--- src/sv/mrfd_pkg.sv ---
// Shared types and constants for the Manchester remote frame decoder.
`timescale 1ns / 1ps
`default_nettype none

package mrfd_pkg;

   // Widths of the configuration fields
   localparam int SHORT_BITS  = 16;
   localparam int GAP_BITS    = 20;
   localparam int LEN_BITS    = 7;
   localparam int COUNT_BITS  = 8;
   localparam int CODE_BITS   = 64;
   localparam int CSR_IDX_BITS  = 3;
   localparam int CSR_DATA_BITS = 20;
   localparam int QUEUE_DEPTH = 2;

   // Register reset values
   localparam logic [SHORT_BITS-1:0] HALF_BIT_RESET    = 16'd1000;
   localparam logic [SHORT_BITS-1:0] FULL_BIT_RESET    = 16'd2000;
   localparam logic [SHORT_BITS-1:0] PULSE_TOL_RESET   = 16'd350;
   localparam logic [GAP_BITS-1:0]   HDR_GAP_RESET     = 20'd10000;
   localparam logic [GAP_BITS-1:0]   HDR_TOL_RESET     = 20'd2800;
   localparam logic [GAP_BITS-1:0]   RESYNC_RESET      = 20'd4200;
   localparam logic [LEN_BITS-1:0]   FRAME_LEN_RESET   = 7'd49;

   // Register indexes
   typedef enum logic [CSR_IDX_BITS-1:0] {
      REG_HALF_BIT_TIME    = 3'd0,
      REG_FULL_BIT_TIME    = 3'd1,
      REG_PULSE_TOLERANCE  = 3'd2,
      REG_HEADER_GAP_TIME  = 3'd3,
      REG_HEADER_TOLERANCE = 3'd4,
      REG_RESYNC_GAP_LIMIT = 3'd5,
      REG_FRAME_LENGTH     = 3'd6
   } csr_index_type;

   // Manchester decoder phase
   typedef enum logic [1:0] {
      PHASE_RESET     = 2'd0,
      PHASE_WAIT      = 2'd1,
      PHASE_HALF_LOW  = 2'd2,
      PHASE_HALF_HIGH = 2'd3
   } phase_type;

   // Configuration registers
   typedef struct packed {
      logic [SHORT_BITS-1:0] half_bit_time;
      logic [SHORT_BITS-1:0] full_bit_time;
      logic [SHORT_BITS-1:0] pulse_tolerance;
      logic [GAP_BITS-1:0]   header_gap_time;
      logic [GAP_BITS-1:0]   header_tolerance;
      logic [GAP_BITS-1:0]   resync_gap_limit;
      logic [LEN_BITS-1:0]   frame_length;
   } cfg_type;

   // Classified pulse passed from front to back
   typedef struct packed {
      logic high;
      logic hdr_ok;
      logic is_short;
      logic is_long;
      logic is_gap;
   } class_type;

endpackage

`default_nettype wire

--- src/sv/mrfd_front.sv ---
// Front end: classifies each pulse item against the configured limits.
`timescale 1ns / 1ps
`default_nettype none

module mrfd_front
   import mrfd_pkg::*;
#(
   parameter int DURATION_BITS = 20
) (
   input  wire logic                     req_valid,
   output logic                          req_ready,
   input  wire logic                     req_line_level,
   input  wire logic [DURATION_BITS-1:0] req_pulse_duration,
   input  wire cfg_type                  cfg,
   input  wire logic                     q_full,
   output logic                          push,
   output class_type                     push_cls
);

   localparam int CW = (DURATION_BITS > GAP_BITS) ? DURATION_BITS : GAP_BITS;

   logic [CW-1:0] dur;
   logic [CW-1:0] half_t;
   logic [CW-1:0] full_t;
   logic [CW-1:0] hdr_t;
   logic [CW-1:0] dist_half;
   logic [CW-1:0] dist_full;
   logic [CW-1:0] dist_hdr;
   logic          near_half;
   logic          near_full;

   assign req_ready = !q_full;
   assign push      = req_valid && !q_full;

   assign dur    = CW'(req_pulse_duration);
   assign half_t = CW'(cfg.half_bit_time);
   assign full_t = CW'(cfg.full_bit_time);
   assign hdr_t  = CW'(cfg.header_gap_time);

   // Absolute distances to the nominal durations
   always_comb begin
      dist_half = (dur >= half_t) ? dur - half_t : half_t - dur;
      dist_full = (dur >= full_t) ? dur - full_t : full_t - dur;
      dist_hdr  = (dur >= hdr_t)  ? dur - hdr_t  : hdr_t - dur;
   end

   assign near_half = dist_half < CW'(cfg.pulse_tolerance);
   assign near_full = dist_full < CW'(cfg.pulse_tolerance);

   // Short wins over long
   always_comb begin
      push_cls.high     = req_line_level;
      push_cls.hdr_ok   = !req_line_level && (dist_hdr < CW'(cfg.header_tolerance));
      push_cls.is_short = near_half;
      push_cls.is_long  = !near_half && near_full;
      push_cls.is_gap   = !req_line_level && (dur > CW'(cfg.resync_gap_limit));
   end

endmodule

`default_nettype wire

--- src/sv/mrfd_queue.sv ---
// Short queue of classified items between front and back.
`timescale 1ns / 1ps
`default_nettype none

module mrfd_queue
   import mrfd_pkg::*;
(
   input  wire logic      clock,
   input  wire logic      reset,
   input  wire logic      push,
   input  wire class_type push_cls,
   output logic           full,
   input  wire logic      pop,
   output logic           q_valid,
   output class_type      q_cls
);

   localparam int PTR_BITS = (QUEUE_DEPTH > 1) ? $clog2(QUEUE_DEPTH) : 1;
   localparam int CNT_BITS = $clog2(QUEUE_DEPTH + 1);

   class_type           entry_ff [QUEUE_DEPTH];
   logic [PTR_BITS-1:0] wr_ptr_ff, wr_ptr_in;
   logic [PTR_BITS-1:0] rd_ptr_ff, rd_ptr_in;
   logic [CNT_BITS-1:0] count_ff, count_in;

   assign full    = count_ff == CNT_BITS'(QUEUE_DEPTH);
   assign q_valid = count_ff != '0;
   assign q_cls   = entry_ff[rd_ptr_ff];

   // Pointer and fill count update
   always_comb begin
      wr_ptr_in = wr_ptr_ff;
      rd_ptr_in = rd_ptr_ff;
      count_in  = count_ff;
      if (push) begin
         wr_ptr_in = (wr_ptr_ff == PTR_BITS'(QUEUE_DEPTH - 1)) ? '0 : wr_ptr_ff + 1'b1;
      end
      if (pop) begin
         rd_ptr_in = (rd_ptr_ff == PTR_BITS'(QUEUE_DEPTH - 1)) ? '0 : rd_ptr_ff + 1'b1;
      end
      if (push && !pop) begin
         count_in = count_ff + 1'b1;
      end else if (pop && !push) begin
         count_in = count_ff - 1'b1;
      end
   end

   always_ff @(posedge clock) begin
      if (reset) begin
         wr_ptr_ff <= '0;
         rd_ptr_ff <= '0;
         count_ff  <= '0;
      end else begin
         wr_ptr_ff <= wr_ptr_in;
         rd_ptr_ff <= rd_ptr_in;
         count_ff  <= count_in;
      end
   end

   // Entry storage
   always_ff @(posedge clock) begin
      if (push) begin
         entry_ff[wr_ptr_ff] <= push_cls;
      end
   end

endmodule

`default_nettype wire

--- src/sv/mrfd_back.sv ---
// Back end: frame tracking, Manchester decoding and result register.
`timescale 1ns / 1ps
`default_nettype none

module mrfd_back
   import mrfd_pkg::*;
#(
   parameter int WORD_BITS = 64
) (
   input  wire logic                 clock,
   input  wire logic                 reset,
   input  wire logic                 q_valid,
   input  wire class_type            q_cls,
   output logic                      pop,
   input  wire logic [LEN_BITS-1:0]  frame_length,
   output logic                      rsp_valid,
   input  wire logic                 rsp_ready,
   output logic [WORD_BITS-1:0]      rsp_word,
   output logic                      rsp_ended_by_gap
);

   logic                  rx_ff, rx_in;
   phase_type             phase_ff, phase_in;
   logic [WORD_BITS-1:0]  word_ff, word_in;
   logic [COUNT_BITS-1:0] cnt_ff, cnt_in;
   logic                  out_valid_ff;
   logic [WORD_BITS-1:0]  out_word_ff;
   logic                  out_gap_ff;
   logic                  emit;
   logic                  emit_gap;
   logic [WORD_BITS-1:0]  emit_word;
   logic                  bit_ready;
   logic                  bit_val;
   logic [COUNT_BITS-1:0] len_ext;

   assign len_ext = {1'b0, frame_length};
   assign pop     = q_valid && (!out_valid_ff || rsp_ready);

   // Frame state and phase next-state logic
   always_comb begin
      rx_in     = rx_ff;
      phase_in  = phase_ff;
      word_in   = word_ff;
      cnt_in    = cnt_ff;
      emit      = 1'b0;
      emit_gap  = 1'b0;
      emit_word = word_ff;
      bit_ready = 1'b0;
      bit_val   = 1'b0;
      if (pop) begin
         if (!rx_ff) begin
            // waiting for header gap
            if (q_cls.hdr_ok) begin
               rx_in    = 1'b1;
               word_in  = WORD_BITS'(1);
               cnt_in   = COUNT_BITS'(1);
               phase_in = PHASE_RESET;
            end
         end else if (q_cls.is_short || q_cls.is_long) begin
            case (phase_ff)
               PHASE_HALF_LOW: begin
                  if (q_cls.high && q_cls.is_short) begin
                     bit_ready = 1'b1;
                     bit_val   = 1'b0;
                  end
                  phase_in = PHASE_WAIT;
               end
               PHASE_HALF_HIGH: begin
                  if (!q_cls.high && q_cls.is_short) begin
                     bit_ready = 1'b1;
                     bit_val   = 1'b1;
                  end
                  phase_in = PHASE_WAIT;
               end
               default: begin
                  phase_in = PHASE_WAIT;
                  if (q_cls.is_short) begin
                     phase_in = q_cls.high ? PHASE_HALF_HIGH : PHASE_HALF_LOW;
                  end else begin
                     bit_ready = 1'b1;
                     bit_val   = q_cls.high;
                  end
               end
            endcase
            if (bit_ready) begin
               word_in   = {word_ff[WORD_BITS-2:0], bit_val};
               cnt_in    = cnt_ff + 1'b1;
               emit_word = word_in;
               emit      = cnt_in == len_ext;
            end
         end else if (q_cls.is_gap) begin
            // resync gap: flush a complete frame, then restart
            if (cnt_ff == len_ext) begin
               emit     = 1'b1;
               emit_gap = 1'b1;
            end
            word_in  = WORD_BITS'(1);
            cnt_in   = COUNT_BITS'(1);
            phase_in = PHASE_RESET;
         end else begin
            rx_in = 1'b0;
         end
      end
   end

   always_ff @(posedge clock) begin
      if (reset) begin
         rx_ff    <= 1'b0;
         phase_ff <= PHASE_RESET;
         word_ff  <= '0;
         cnt_ff   <= '0;
      end else begin
         rx_ff    <= rx_in;
         phase_ff <= phase_in;
         word_ff  <= word_in;
         cnt_ff   <= cnt_in;
      end
   end

   // Result register
   always_ff @(posedge clock) begin
      if (reset) begin
         out_valid_ff <= 1'b0;
      end else if (emit) begin
         out_valid_ff <= 1'b1;
      end else if (rsp_ready) begin
         out_valid_ff <= 1'b0;
      end
   end

   always_ff @(posedge clock) begin
      if (emit) begin
         out_word_ff <= emit_word;
         out_gap_ff  <= emit_gap;
      end
   end

   assign rsp_valid        = out_valid_ff;
   assign rsp_word         = out_word_ff;
   assign rsp_ended_by_gap = out_gap_ff;

   // Header starts a fresh frame
   a_header_start: assert property (@(posedge clock) disable iff (reset)
      pop && !rx_ff && q_cls.hdr_ok |=>
         rx_ff && cnt_ff == COUNT_BITS'(1) && word_ff == WORD_BITS'(1))
      else $error("header did not start a frame");

   // A new result only comes from a popped item
   a_emit_from_pop: assert property (@(posedge clock) disable iff (reset)
      $rose(out_valid_ff) |-> $past(pop))
      else $error("result appeared without a popped item");

   // A gap restarts the frame
   a_gap_restart: assert property (@(posedge clock) disable iff (reset)
      pop && rx_ff && !q_cls.is_short && !q_cls.is_long && q_cls.is_gap |=>
         cnt_ff == COUNT_BITS'(1) && phase_ff == PHASE_RESET && rx_ff)
      else $error("gap did not restart the frame");

endmodule

`default_nettype wire

--- src/sv/manchester_remote_frame_decoder_unit.sv ---
// Top level of the Manchester remote frame decoder: registers and wiring.
`timescale 1ns / 1ps
`default_nettype none

// Decodes pulse items (level plus duration in microseconds) from a remote into
// Manchester frames. One item is accepted every cycle unless the queue is full:
// the front end compares the duration against the configured limits in the
// accept cycle and writes the class into a two-entry queue; the back end takes
// one queued item per cycle unless a result waits untaken, updates the frame
// word and bit count, and loads the result register. A frame reaches the rsp_
// channel via the queue and the result register; the queue keeps taking items
// while a result waits, until full. Configuration writes are taken every cycle
// (csr_ready is always high) and must be made while the block is idle.
module manchester_remote_frame_decoder_unit
   import mrfd_pkg::*;
#(
   parameter int WORD_BITS     = 64,
   parameter int DURATION_BITS = 20
) (
   input  wire logic                      clock,
   input  wire logic                      reset,
   input  wire logic                      req_valid,
   output logic                           req_ready,
   input  wire logic                      req_line_level,
   input  wire logic [DURATION_BITS-1:0]  req_pulse_duration,
   output logic                           rsp_valid,
   input  wire logic                      rsp_ready,
   output logic [CODE_BITS-1:0]           rsp_frame_code,
   output logic                           rsp_ended_by_gap,
   input  wire logic                      csr_valid,
   output logic                           csr_ready,
   input  wire logic [CSR_IDX_BITS-1:0]   csr_index,
   input  wire logic [CSR_DATA_BITS-1:0]  csr_data
);

   cfg_type              cfg_ff;
   logic                 push;
   class_type            push_cls;
   logic                 q_full;
   logic                 q_valid;
   class_type            q_cls;
   logic                 pop;
   logic [WORD_BITS-1:0] rsp_word;

   assign csr_ready = 1'b1;

   // Configuration registers
   always_ff @(posedge clock) begin
      if (reset) begin
         cfg_ff.half_bit_time    <= HALF_BIT_RESET;
         cfg_ff.full_bit_time    <= FULL_BIT_RESET;
         cfg_ff.pulse_tolerance  <= PULSE_TOL_RESET;
         cfg_ff.header_gap_time  <= HDR_GAP_RESET;
         cfg_ff.header_tolerance <= HDR_TOL_RESET;
         cfg_ff.resync_gap_limit <= RESYNC_RESET;
         cfg_ff.frame_length     <= FRAME_LEN_RESET;
      end else if (csr_valid) begin
         case (csr_index)
            REG_HALF_BIT_TIME:    cfg_ff.half_bit_time    <= csr_data[SHORT_BITS-1:0];
            REG_FULL_BIT_TIME:    cfg_ff.full_bit_time    <= csr_data[SHORT_BITS-1:0];
            REG_PULSE_TOLERANCE:  cfg_ff.pulse_tolerance  <= csr_data[SHORT_BITS-1:0];
            REG_HEADER_GAP_TIME:  cfg_ff.header_gap_time  <= csr_data[GAP_BITS-1:0];
            REG_HEADER_TOLERANCE: cfg_ff.header_tolerance <= csr_data[GAP_BITS-1:0];
            REG_RESYNC_GAP_LIMIT: cfg_ff.resync_gap_limit <= csr_data[GAP_BITS-1:0];
            REG_FRAME_LENGTH:     cfg_ff.frame_length     <= csr_data[LEN_BITS-1:0];
            default: ;
         endcase
      end
   end

   mrfd_front #(
      .DURATION_BITS (DURATION_BITS)
   ) u_front (
      .req_valid          (req_valid),
      .req_ready          (req_ready),
      .req_line_level     (req_line_level),
      .req_pulse_duration (req_pulse_duration),
      .cfg                (cfg_ff),
      .q_full             (q_full),
      .push               (push),
      .push_cls           (push_cls)
   );

   mrfd_queue u_queue (
      .clock    (clock),
      .reset    (reset),
      .push     (push),
      .push_cls (push_cls),
      .full     (q_full),
      .pop      (pop),
      .q_valid  (q_valid),
      .q_cls    (q_cls)
   );

   mrfd_back #(
      .WORD_BITS (WORD_BITS)
   ) u_back (
      .clock            (clock),
      .reset            (reset),
      .q_valid          (q_valid),
      .q_cls            (q_cls),
      .pop              (pop),
      .frame_length     (cfg_ff.frame_length),
      .rsp_valid        (rsp_valid),
      .rsp_ready        (rsp_ready),
      .rsp_word         (rsp_word),
      .rsp_ended_by_gap (rsp_ended_by_gap)
   );

   // Bits above the word width read as zero
   assign rsp_frame_code = CODE_BITS'(rsp_word);

endmodule

`default_nettype wire
--- config.mk ---
export PLATFORM = sky130hd
export DESIGN_NAME = manchester_remote_frame_decoder_unit
export DESIGN_NICKNAME = d
export VERILOG_FILES = /design/src/sv/mrfd_pkg.sv /design/src/sv/mrfd_front.sv /design/src/sv/mrfd_queue.sv /design/src/sv/mrfd_back.sv /design/src/sv/manchester_remote_frame_decoder_unit.sv
export SDC_FILE = /design/constraint.sdc
export NUM_CORES = 1
export LEC_CHECK = 0
export BUFFER_PORTS_ARGS = -buffer_cell sky130_fd_sc_hd__buf_2
export CAP_MARGIN = 10
export CORE_UTILIZATION = 55
export DETAILED_ROUTE_END_ITERATION = 10
export PLACE_DENSITY = 0.76
export RECOVER_POWER = 100
export SLEW_MARGIN = 40
export SYNTH_ARGS = -nofsm -noshare
export SYNTH_HDL_FRONTEND = slang
export SYNTH_SLANG_ARGS = --single-unit
export TNS_END_PERCENT = 10
--- constraint.sdc ---
create_clock -name clock -period 3.98 [get_ports clock]
set_input_delay 0.199 -clock clock [delete_from_list [all_inputs] [get_ports clock]]
set_output_delay 0.199 -clock clock [all_outputs]
set_load 0.01 [all_outputs]
# Word-level counts from Yosys, hierarchy flattened
# Memory sizes are Yosys's and may differ from the RTL's. A register that Yosys moved wholly into a read port is not among the register bits.
# Index checks and enable logic that the tools add are counted.
dict set report word_totals {
  register_bits 260
  latchBits 0
  ramBits 10
  rom_bits 0
  inputBits 49
  out_inout_bits 68
  elab_cells 137
  memories 1
}
# name depth word_bits read_ports rd_clocked_by_memory_dff wr line_no
set mem_list {}
lappend mem_list {u_queue.entry_ff 2 5 1 1 1 mrfd_queue.sv:21} ;# class_type entry_ff [QUEUE_DEPTH];
dict set report classes {
  addsub 11
  multipliers 0
  div_mod_pow 0
  magnitude_cmp 7
  n_eq_ne 13
  shift 0
  muxes 52
  n_bitwise 2
  n_reduce_logical 34
}
# op n
set op_table {}
lappend op_table {{64-bit 2-to-1 mux} 8}
lappend op_table {{20-bit 2-to-1 mux} 3}
lappend op_table {{20-bit by 16-bit >= comparator with 1-bit output} 2}
lappend op_table {{20-bit by 16-bit < comparator with 1-bit output} 2}
lappend op_table {{8-bit 2-to-1 mux} 5}
lappend op_table {{16-bit by 20-bit subtractor with 20-bit output} 2}
lappend op_table {{20-bit by 16-bit subtractor with 20-bit output} 2}
lappend op_table {{20-bit subtractor} 2}
lappend op_table {{1-bit 2-to-1 mux} 26}
lappend op_table {{20-bit >= comparator} 1}
lappend op_table {{20-bit > comparator} 1}
lappend op_table {{20-bit < comparator} 1}
lappend op_table {{8-bit by 7-bit == test with 1-bit output} 2}
lappend op_table {{2-bit 2-to-1 mux} 8}
lappend op_table {{2-bit AND reduction} 7}
lappend op_table {{3-bit == test (second input constant)} 3}
lappend op_table {{1-bit logical AND} 9}
lappend op_table {{8-bit by 1-bit adder with 8-bit output (second input constant)} 1}
lappend op_table {{2-bit nonzero test} 4}
lappend op_table {{1-bit logical NOT} 7}
lappend op_table {{2-bit == test (second input constant)} 3}
lappend op_table {{3-bit by 2-bit == test with 1-bit output (second input constant)} 2}
lappend op_table {{3-bit != test (second input constant)} 2}
lappend op_table {{1-bit one-hot mux with 2 select lines} 2}
lappend op_table {{11 further kinds} 14}

# Logic depth before layout (Yosys ltp)
dict set report logic_depth {
  word_depth 12
  ltp_mapped 22
  ltp_nobuf 20
}

# Modules after synthesis
# A second synthesis with hierarchy kept.
dict set report hier_totals {
  cells_unflattened 2075
  hier_area_um2 17848.4
}
# mod instances cells_per_inst area_per_inst_um2 seq_area_each_um2
set modules_own_cells {}
lappend modules_own_cells {mrfd_front 1 1018 7203.2 0.0}
lappend modules_own_cells {mrfd_back 1 595 5521.5 3473.3}
lappend modules_own_cells {manchester_remote_frame_decoder_unit 1 425 4556.9 2302.2}
lappend modules_own_cells {mrfd_queue 1 37 566.8 400.4}

# Worst setup path after synthesis
# No wires, ideal clock.
dict set report synth_timing {
  kind {flip-flop to flip-flop}
  from {register cfg_ff[83] in the netlist's numbering}
  to {memory u_queue.entry_ff[0][1] in the netlist's numbering (data pin)}
  setup_ns 0.182
  arrival_ns 3.929
  required_ns 3.798
  slack_ns -0.131
  path_stages_with_launch 21
  n_path_buf 2
  synth_period_minus_slack_ns 4.111
  path_cell_list {dfxtp_1 ha_1 inv_1 fa_1 a211oi_1 o21a_1 o31ai_1 a311o_1 buf_6 buf_2 o21ai_1 xnor2_1 ha_1 a21o_1 a21o_1 a21oi_1 a21oi_1 a21oi_1 nor3_1 a221o_1 nor4_2}
}
# item line_no
set synth_rtl {}
lappend synth_rtl {{start, declared} manchester_remote_frame_decoder_unit.sv:36} ;# cfg_type cfg_ff;
lappend synth_rtl {{end, declared} mrfd_queue.sv:21}

==> impl_table.tex <==
\begin{tabular}{lr}
\hline
Metric & Value \\
\hline
\multicolumn{2}{l}{\textbf{Yosys}} \\
Share of flip-flops with an asynchronous set or reset & 0 \\
Register area share after synthesis & 0.3601 \\
Most frequent cells after synthesis & sky130\_fd\_sc\_hd\_\_nand2\_1 (496), sky130\_fd\_sc\_hd\_\_a21oi\_1 (257), sky130\_fd\_sc\_hd\_\_dfxtp\_1 (196) \\
Syn. warnings & 0 \\
Number of nets in the synthesized netlist & approximately 2400 \\
Number of standard cells after synthesis & 2135 \\
Unique masters post-synth & 80 \\
Leading register cell type out of synthesis & sky130\_fd\_sc\_hd\_\_dfxtp\_1 \\
Portion of synthesized cell area occupied by the leading cell type & 0.2288 \\
Dominant cell type by area after synthesis & sky130\_fd\_sc\_hd\_\_dfxtp\_1 \\
Count leader, synth & sky130\_fd\_sc\_hd\_\_nand2\_1 \\
Cell area after synthesis & 0.01715 mm² \\
\#FFs+latches synth & 271 \\
Biggest area contributors in the synthesized netlist & sky130\_fd\_sc\_hd\_\_dfxtp\_1 (23\%), sky130\_fd\_sc\_hd\_\_edfxtp\_1 (13\%), sky130\_fd\_sc\_hd\_\_ha\_1 (13\%), sky130\_fd\_sc\_hd\_\_nand2\_1 (11\%), sky130\_fd\_sc\_hd\_\_a21oi\_1 (7.5\%) \\
Avg Inst Size Synth & 8.034 µm² \\
Number of enable flip-flop cells after synthesis & 75 \\
\multicolumn{2}{l}{\textbf{STA}} \\
Total negative slack for setup checks & -0.6688 ns \\
Post-route clock skew & 0.02614 ns \\
RSZ-0062 raised after global routing & yes \\
Crit share post-route & 1.045 \\
Headroom to the max-slew limit & -0.4830 \\
Number of hold-slack violations in the final timing report & 0 \\
Worst-Margin Slew & 2.225 ns \\
Setup WS post-layout & -0.1778 ns \\
Number of max-slew violations in the final report & 199 \\
Timing-limited maximum frequency & about 240 MHz \\
Final critical-path required period & 4.158 ns \\
Final Setup Violations & 6 \\
\multicolumn{2}{l}{\textbf{Power}} \\
Sw Ratio & 0.3037 \\
Reported leakage power & around 0.0094 µW \\
Sequential fraction of design power & 0.385 \\
Combinational power share & 0.238 \\
Total power density per cell area & around 370 mW/mm² \\
NetSw & about 2300 µW \\
Final Total Pwr & 7736 µW \\
Clock share of power & 0.377 \\
Peak VDD IR & 0.3387 mV \\
Internal power & 5386 µW \\
\multicolumn{2}{l}{\textbf{Routing}} \\
Final WL & about 51000 µm \\
Total number of vias & 16230 \\
Iteration-0 DRC count of the detailed router & 1132 \\
Wire per inst & 17.99 µm \\
Via/cell ratio & between 5 and 6 \\
DRC violations left & 0 \\
Detail Route Antenna Nets & 0 \\
Number of detailed-routing iterations run before antenna repair & 5 \\
\multicolumn{2}{l}{\textbf{Worst setup path}} \\
Element type at the critical path start & register \\
Worst endpoint data arrival time & 4.56 ns \\
Crit Path Class & register to register \\
FF-to-FF path depth & 18 \\
Req. time, crit path & 4.38 ns \\
Worst-path maximum fanout & 3 \\
Kind of capture point of the worst setup path & register \\
\multicolumn{2}{l}{\textbf{Clocking}} \\
Clock latency on the worst-skew pair & 0.59 ns \\
CTS H-Tree Depth & 1 \\
CTS tree & built \\
TritonCTS buffer count & 30 \\
Clock Pin Slew Worst Setup and Hold Paths & 0.06 ns \\
Clock sink count & 271 \\
Clock Path Buffers & 3 \\
Clock root buffer & sky130\_fd\_sc\_hd\_\_clkbuf\_16 \\
\multicolumn{2}{l}{\textbf{Layout}} \\
Area overhead of the layout relative to synthesis & 22.47\% \\
Antenna diode instance count & 0 \\
Cell area after layout & 0.02101 mm² \\
Share of post-route cells with drive strength above 1 & 0.1650 \\
Net total in the final layout & 2660 \\
\multicolumn{2}{l}{\textbf{Floorplan}} \\
Area of the core region & 0.03067 mm² \\
Die ar. & 0.03190 mm² \\
Site row count & 64 \\
Die Y & 178.6 µm \\
Width of the chip & 178.6 µm \\
Number of ports placed on the die boundary & $\sim$120 \\
Initial Util & 0.5593 \\
\multicolumn{2}{l}{\textbf{Hold path}} \\
Worst hold path cell count & 3 \\
Class of the worst hold path & input port to register \\
\multicolumn{2}{l}{\textbf{GRT}} \\
Global-route wire length before repair & 79980 µm \\
Overall Global Routing Usage & 0.3211 \\
Largest net degree at the start of global routing & about 110 \\
Initial antenna violation count & 0 \\
Vias in the first global route & 15530 \\
Congestion Overflow GR & 0 \\
\multicolumn{2}{l}{\textbf{Run status}} \\
Run status & finished with violations \\
Violations in the final reports & capacitance limit, slew limit, setup timing \\
\multicolumn{2}{l}{\textbf{Place}} \\
Buffers on Ports & 115 \\
Weighted congestion reported at the end of routability-driven placement & 0.9850 \\
Detailed-placement wirelength estimate & 38400 µm \\
Post-detailed-placement cell area & between 0.015 and 0.02 mm² \\
\multicolumn{2}{l}{\textbf{Flow run}} \\
Maxcap violations & 2 \\
\hline
\end{tabular}
[area by class of cell]
cell class,instances,area (µm²)
inverter,148,555.5
clock inverter,13,176.4
tap,396,495.5
sequential,271,6178
timing repair buffer,383,2537
multi-input combinational,1597,10180
clock buffer,43,879.6
fill,2550,9662
[critical path: stages, from the launching register on]
cell and delay [ns]:
sky130_fd_sc_hd__dfxtp_1 0.43, sky130_fd_sc_hd__inv_1 0.07, sky130_fd_sc_hd__ha_1 0.21, sky130_fd_sc_hd__a211o_1 0.28, sky130_fd_sc_hd__o211ai_1 0.20, sky130_fd_sc_hd__o211ai_2 0.19, sky130_fd_sc_hd__buf_4 0.18, sky130_fd_sc_hd__a211oi_4 0.22
sky130_fd_sc_hd__buf_4 0.16, sky130_fd_sc_hd__mux2_1 0.32, sky130_fd_sc_hd__a31o_1 0.20, sky130_fd_sc_hd__a221oi_2 0.24, sky130_fd_sc_hd__xnor2_1 0.14, sky130_fd_sc_hd__ha_1 0.33, sky130_fd_sc_hd__nand3_1 0.09, sky130_fd_sc_hd__o211ai_1 0.22
sky130_fd_sc_hd__nor3_2 0.06, sky130_fd_sc_hd__buf_4 0.15, sky130_fd_sc_hd__nor4_4 0.29
[metrics by stage]
step                      setup WS (ns)  hold WS, ns  utilization  cells
after global routing            -0.3461      0.02682       0.6850   2851
after CTS                       -0.1248    0.0006864       0.6865   2851
after floorplan                0.008067       0.2979            -   2135
final                           -0.1778      0.02010       0.6850   2851
after global placement          -0.4986       0.4414       0.6416   2773
after detailed placement        -0.5464       0.4474       0.6422   2774
[cell usage in the layout (no fill, tap or decap), types with 17 or more instances in the layout]
| cell | Yosys | routed |
|---|---|---|
| sky130_fd_sc_hd__nor2b_1 | 24 | 24 |
| sky130_fd_sc_hd__buf_2 | 10 | 45 |
| sky130_fd_sc_hd__a21oi_1 | 257 | 251 |
| sky130_fd_sc_hd__ha_1 | 174 | 171 |
| sky130_fd_sc_hd__nand3_1 | 27 | 24 |
| sky130_fd_sc_hd__xor2_1 | 33 | 33 |
| sky130_fd_sc_hd__a211o_1 | 37 | 36 |
| sky130_fd_sc_hd__a21o_1 | 52 | 52 |
| sky130_fd_sc_hd__nor2_1 | 97 | 96 |
| sky130_fd_sc_hd__o21ai_0 | 56 | 48 |
| sky130_fd_sc_hd__dlygate4sd3_1 | 0 | 18 |
| sky130_fd_sc_hd__edfxtp_1 | 75 | 75 |
| sky130_fd_sc_hd__o21ai_1 | 13 | 17 |
| sky130_fd_sc_hd__a211oi_1 | 21 | 17 |
| sky130_fd_sc_hd__inv_1 | 148 | 147 |
| sky130_fd_sc_hd__nand4_1 | 24 | 24 |
| sky130_fd_sc_hd__nand2_1 | 496 | 494 |
| sky130_fd_sc_hd__nor3_1 | 25 | 21 |
| sky130_fd_sc_hd__clkbuf_1 | 103 | 79 |
| sky130_fd_sc_hd__clkbuf_16 | 0 | 30 |
| sky130_fd_sc_hd__xnor2_1 | 34 | 34 |
| sky130_fd_sc_hd__and3_1 | 18 | 17 |
| sky130_fd_sc_hd__buf_4 | 2 | 239 |
| sky130_fd_sc_hd__dfxtp_1 | 196 | 194 |
[path summary, 6_finish.rpt]
kind / startpoint / end / slack [ns]
worst max-delay path: cfg_ff[113] / u_queue.entry_ff[1][1] / -0.18
worst min-delay path: csr_data[4] / cfg_ff[103] / 0.02
worst max register to register: cfg_ff[113] / u_queue.entry_ff[1][1] / -0.18
worst min register to register: cfg_ff[8] / cfg_ff[8] / 0.46
[sequential cells by signal, summed over array words and instances (netlist names), named ones only]
signal / flops
u_back.rx_ff: 1
u_queue.count_ff: 2
u_queue.entry_ff: 10
u_back.rsp_ended_by_gap: 1
u_back.phase_ff: 2
u_back.cnt_ff: 8
u_queue.wr_ptr_ff: 1
u_queue.rd_ptr_ff: 1
u_back.rsp_word: 64
cfg_ff: 115
u_back.rsp_valid: 1
u_back.word_ff: 64
[per-layer routing]
metal  vias to the layer above  global-route usage  wire length, µm  part of all wire
met2                       583              0.5625            24630              0.48
met5                         -                   0                0                 0
met3                       135             0.03431             3091             0.060
li1                       7940                   -                -                 -
met1                      7572              0.3997            21400              0.42
met4                         0              0.1306             2178             0.042
[what timing repair did]
action	in CTS	in global routing
setup endpoints to repair	6	6
hold endpoints to repair	73	0
resized for setup	29	23
gates cloned	1	0
buffers inserted	2	0
pin swaps	6	6
hold buffers	18	0
[power by group through the flow]
stage	clock, µW	sequential, µW	combinational, µW
floorplan	0	3010	1160
global placement	0	3030	1740
detailed placement	0	3040	1780
CTS	2970	2980	1830
global route	3070	2990	2020
finish	2920	2980	1840
[cell families after synthesis]
group,count (synthesis),synth area share
xor gates and xnor gates,67,0.03421
adders and majority gates,180,0.1339
buffers and inverters,268,0.06113
muxes,23,0.01444
and+or+nand+nor,781,0.1980
other,1,0.0002186
DFF,271,0.3601
AOI/OAI and AO/OA,544,0.1980
Note: power is estimated with default switching activity, not from simulation.
